[config.mk]
export PLATFORM = sky130hd
export DESIGN_NAME = salc_queue
export DESIGN_NICKNAME = d
export VERILOG_FILES = /design/src/rtl/core/salc_pkg.sv /design/src/rtl/core/salc_queue.sv
export SDC_FILE = /design/constraint.sdc
export NUM_CORES = 1
export LEC_CHECK = 0
export BUFFER_PORTS_ARGS = -buffer_cell sky130_fd_sc_hd__buf_2
export CORE_MARGIN = 1.5
export CORE_UTILIZATION = 51
export CTS_CLUSTER_DIAMETER = 40
export DETAILED_ROUTE_END_ITERATION = 8
export PLACE_DENSITY_LB_ADDON = 0.25
export SYNTH_ARGS = -nofsm -noshare
export SYNTH_HDL_FRONTEND = slang
export SYNTH_SLANG_ARGS = --single-unit
[constraint.sdc]
create_clock -name clk -period 4.1 [get_ports clk]
set_input_delay 0.82 -clock clk [delete_from_list [all_inputs] [get_ports clk]]
set_output_delay 0.82 -clock clk [all_outputs]
set_load 0.01 [all_outputs]
[src/rtl/core/salc_pkg.sv]
`timescale 1ns / 1ps
`default_nettype none
// ----------------------------------------------------------------------------
// salc_pkg: shared types and constants for the cache tag controller
// Set geometry, configuration record, queue entry and back-end state codes.
// ----------------------------------------------------------------------------
package salc_pkg;

  localparam int MAX_SETS    = 1024;
  localparam int SET_W       = $clog2(MAX_SETS);
  localparam int ADDR_W      = 32;
  localparam int TAG_W       = ADDR_W;
  localparam int CNT_W       = 32;
  localparam int QUEUE_DEPTH = 2;
  localparam int QPTR_W      = (QUEUE_DEPTH > 1) ? $clog2(QUEUE_DEPTH) : 1;
  localparam int QCNT_W      = $clog2(QUEUE_DEPTH + 1);
  localparam int CFG_IDX_W   = 2;
  localparam int CFG_DATA_W  = 5;

  // configuration register indexes
  localparam logic [CFG_IDX_W-1:0] CFG_WAYS      = 2'd0;
  localparam logic [CFG_IDX_W-1:0] CFG_WB_ALLOC  = 2'd1;
  localparam logic [CFG_IDX_W-1:0] CFG_OFFSET    = 2'd2;
  localparam logic [CFG_IDX_W-1:0] CFG_SET_BITS  = 2'd3;

  // access kinds
  localparam logic [1:0] KIND_LOAD  = 2'd0;
  localparam logic [1:0] KIND_STORE = 2'd1;
  localparam logic [1:0] KIND_FETCH = 2'd2;

  typedef struct packed {
    logic [1:0] ways_in_use;
    logic       write_back_allocate;
    logic [4:0] offset_bits;
    logic [3:0] set_bits;
  } cfg_t;

  // one classified access waiting for the back end
  typedef struct packed {
    logic [SET_W-1:0] set_idx;
    logic [TAG_W-1:0] blk;
    logic             store;
  } queue_entry_t;

  // per-set control bits held in the state memory
  typedef struct packed {
    logic       lru;
    logic [1:0] dirty;
    logic [1:0] valid;
  } set_state_t;

  typedef enum logic [1:0] {
    BK_CLEAR,
    BK_IDLE,
    BK_LOOKUP
  } back_state_t;

endpackage
`default_nettype wire

[src/rtl/core/salc_queue.sv]
`timescale 1ns / 1ps
`default_nettype none
// ----------------------------------------------------------------------------
// salc_queue: short queue between front and back end
// Holds classified items so that intake and lookup stall independently.
// ----------------------------------------------------------------------------
module salc_queue (
  input  logic                   clk,
  input  logic                   rst,
  input  logic                   push,
  input  salc_pkg::queue_entry_t push_entry,
  output logic                   full,
  input  logic                   pop,
  output logic                   head_valid,
  output salc_pkg::queue_entry_t head_entry
);
  import salc_pkg::*;

  queue_entry_t      slots [QUEUE_DEPTH];
  logic [QPTR_W-1:0] wr_ptr;
  logic [QPTR_W-1:0] rd_ptr;
  logic [QCNT_W-1:0] count;

  assign full       = (count == QCNT_W'(QUEUE_DEPTH));
  assign head_valid = (count != '0);
  assign head_entry = slots[rd_ptr];

  // pointers and fill level
  always_ff @(posedge clk) begin
    if (rst) begin
      wr_ptr <= '0;
      rd_ptr <= '0;
      count  <= '0;
    end else begin
      if (push) begin
        wr_ptr <= (wr_ptr == QPTR_W'(QUEUE_DEPTH - 1)) ? '0 : wr_ptr + QPTR_W'(1);
      end
      if (pop) begin
        rd_ptr <= (rd_ptr == QPTR_W'(QUEUE_DEPTH - 1)) ? '0 : rd_ptr + QPTR_W'(1);
      end
      if (push && !pop) begin
        count <= count + QCNT_W'(1);
      end else if (pop && !push) begin
        count <= count - QCNT_W'(1);
      end
    end
  end

  // entry storage
  always_ff @(posedge clk) begin
    if (push) begin
      slots[wr_ptr] <= push_entry;
    end
  end

endmodule
`default_nettype wire

==> key figures <==
Logic synthesis
  – Distinct cell type count after synthesis: 17
  – Cell count after synthesis: 156
  – Synth Cell Area: 0.00331 mm²
  – Register bit total from synthesis: 91
  – Synth Area in Adders: 0.378%
  – Post-Syn Nets: 204
  – Simple-gate area share of the yosys netlist: 1.47%
  – Largest family of logic cells by synthesized area: multiplexers
  – Post-synth top area share: 78.0%
  – Synthesized area per cell: 21.2 µm²
  – Compound-Gate Fraction of Synth Area: 0.302%
  – Post-synthesis mux area share: 14.6%
  – Synth warn: 0
  – Synth Area in XOR/XNOR: 1.06%
  – Post-synthesis sequential area ratio: 81.0%
  – Largest cells by area after synthesis: edfxtp_1 78%, mux2_2 15%, dfxtp_1 3.0%, buf_4 0.91%, xnor2_1 0.53%
  – Top cell type by total area after synthesis: edfxtp_1

CTS
  – Clk Latency, worst-skew pair: 0.35 ns
  – Hold buffer count at CTS: 0
  – CTS root buffer: clkbuf_8
  – CTS tree: built
  – Clock sink count: 91
  – Clock buffer depth: 2
  – H-tree levels: 3
  – Clock transition at path regs: 0.07 ns
  – CTS resizes: 0
  – Cts bufs inserted: 9
  – Setup bufs post-CTS: 0

Pwr
  – Clk pwr share: 26.6%
  – Int Pwr: 1.40 mW
  – Psw: 0.400 mW
  – Comb pwr share: 11.4%
  – Pleak: 1.51 nW
  – Tot Pwr: 1.80 mW
  – Sw Share: 22.3%
  – Flop pwr share: 61.9%
  – VDD IR-drop max: 0.216 mV
  – PwrDens: 449 mW/mm²

Timing
  – Final WS setup: 1.32 ns
  – Setup_tns: 0 ns
  – Skew final: 0.00867 ns
  – Fmax: 360 MHz
  – Final hold vios: 0
  – Worst slew pin tran: 1.04 ns
  – Unrepaired setup endpoints after global routing: no
  – Hold_ws: 0.515 ns
  – Slew Limit Headroom: 30.5%
  – Final Cycle Share: 67.8%
  – Post-layout min period: 2.78 ns
  – Slew Viols, Final: 0
  – Final setup violation count: 0

Floorplanning
  – Row cnt: 29
  – Core Area: 0.00631 mm²
  – Chip width: 83.6 µm
  – Die Height: 83.6 µm
  – DIE AREA: 0.00699 mm²
  – Ports: 92
  – Starting Density: 52.5%

Route
  – WL final: 5190 µm
  – DR DRC count: 0
  – Via count: 1,696
  – Initial DRC count: 74
  – Wire length per cell: 15.5 µm
  – Routed vias/inst: 5.06
  – TritonRoute pass-1 iters: 4
  – Post-route ant nets: 0

Place
  – Pre-CTS setup slack: 1.67 ns
  – HPWL after detailed placement: 3320 µm
  – Post-Place Cells: 321
  – Routability cong.: 0.704
  – Post-Place Cell Area: 0.00385 mm²
  – Port Buf Inserts: 91

Critical path
  – Crit path arrival time: 1.96 ns
  – CP Max Fanout: 43
  – WS Path Type: flip-flop to output port
  – Reg-to-reg setup timing slack: 2.44 ns
  – FF-to-FF Start: wr_ptr$_SDFFE_PP0P_
  – CP Launch Type: flip-flop
  – Critical Path RT: 3.28 ns
  – CP endpoint kind: output port
  – FF-to-FF path depth: 1
  – Worst r2r dst: slots[1][33]$_DFFE_PP_

Global route
  – First-pass GRT wire length: 8040 µm
  – All-Layer GR Usage: 15.7%
  – Total grt overflow: 0
  – Vias in the first global route: 1,685
  – Pin count of the biggest net entering global routing: 44
  – Initial antenna violation count: 0

Hold path
  – Min-delay src: count[1]$_SDFFE_PP0P_
  – Type of the worst min-delay path: flip-flop to flip-flop
  – Hold EP: count[1]$_SDFFE_PP0P_
  – Worst Hold Path Cells: 2

Finish
  – Commonest non-fill, non-tap cell in the layout: buf_2
  – Nets: 303
  – Ant. Diodes: 0
  – Fraction of layout cells with a size suffix above 1: 58.9%
  – Filler-free cell count of the finished design: 335
  – Final core occ: 63.4%
  – Commonest non-fill, non-tap cells in the layout: 91 x buf_2, 86 x edfxtp_1, 43 x mux2_2
  – Area Overhead vs Synth: 20.8%
  – Fin area: 0.00400 mm²

Flow run
  – Max cap viols: 0

Status
  – Outcome: complete, no violations
-- cell usage after synthesis --
| cell type | count |
|---|---|
| and2_1 | 1 |
| inv_1 | 1 |
| xor2_1 | 2 |
| or3_1 | 1 |
| buf_4 | 4 |
| mux2_2 | 43 |
| ha_1 | 1 |
| o21ai_0 | 1 |
| edfxtp_1 | 86 |
| and2b_2 | 1 |
| dfxtp_1 | 5 |
| buf_2 | 1 |
| nor2b_1 | 1 |
| a21oi_1 | 1 |
| nor2_1 | 4 |
| xnor2_1 | 2 |
| or2_2 | 1 |
-- worst max path at each step --
stage                     slack, ns      start                     to
after global routing           1.19  flip-flop         head_entry[42]
after CTS                      1.29  flip-flop          head_entry[0]
after detailed placement       1.67  flip-flop          head_entry[0]
final                          1.32  flip-flop         head_entry[27]
after global placement         1.66  flip-flop         head_entry[30]
after floorplan                0.91       push  slots[0][0]$_DFFE_PP_
-- metal layers --
metal / part of all wire, % / GRT usage (%) / vias up
met2: 48 / 23.7 / 63
met1: 43 / 20.1 / 816
met4: 2.4 / 8.94 / 0
li1: - / - / 805
met5: 0 / 0 / -
met3: 6.4 / 5.34 / 12
-- power groups by stage --
stage                     sequential [mW]  combinational [mW]  clock [mW]
final                                1.11               0.205       0.479
after global routing                 1.12               0.223       0.531
after CTS                            1.11               0.209       0.491
after detailed placement             1.14               0.208           0
after global placement               1.13               0.206           0
after floorplan                      1.11               0.135           0
-- critical path: stages (launching register included) --
cell and delay (ns):
dfxtp_2 1.02, mux2_2 0.44, buf_2 0.14
-- layout make-up --
class	count	area, µm²
Sequential cell	91	2680
Fill cell	469	2310
Multi-Input combinational cell	59	599
Timing Repair Buffer	93	470
Clock buffer	10	128
Tap cell	77	96.3
Clock inverter	4	20.0
Inverter	1	3.75
-- cell families (layout without fill, tap and decap cells) --
family | after synthesis | in the layout
simple gates | 9 | 9
fa+ha+maj | 1 | 1
xor+xnor | 4 | 4
mux | 43 | 43
flops | 91 | 91
compound gates | 2 | 2
buf+inv | 6 | 108
-- state kept, by name (all words and copies together), names as in the netlist, named ones only --
register / flops
slots: 86
count: 2
rd_ptr: 1
wr_ptr: 1
Power figures use the tool's default switching activity.
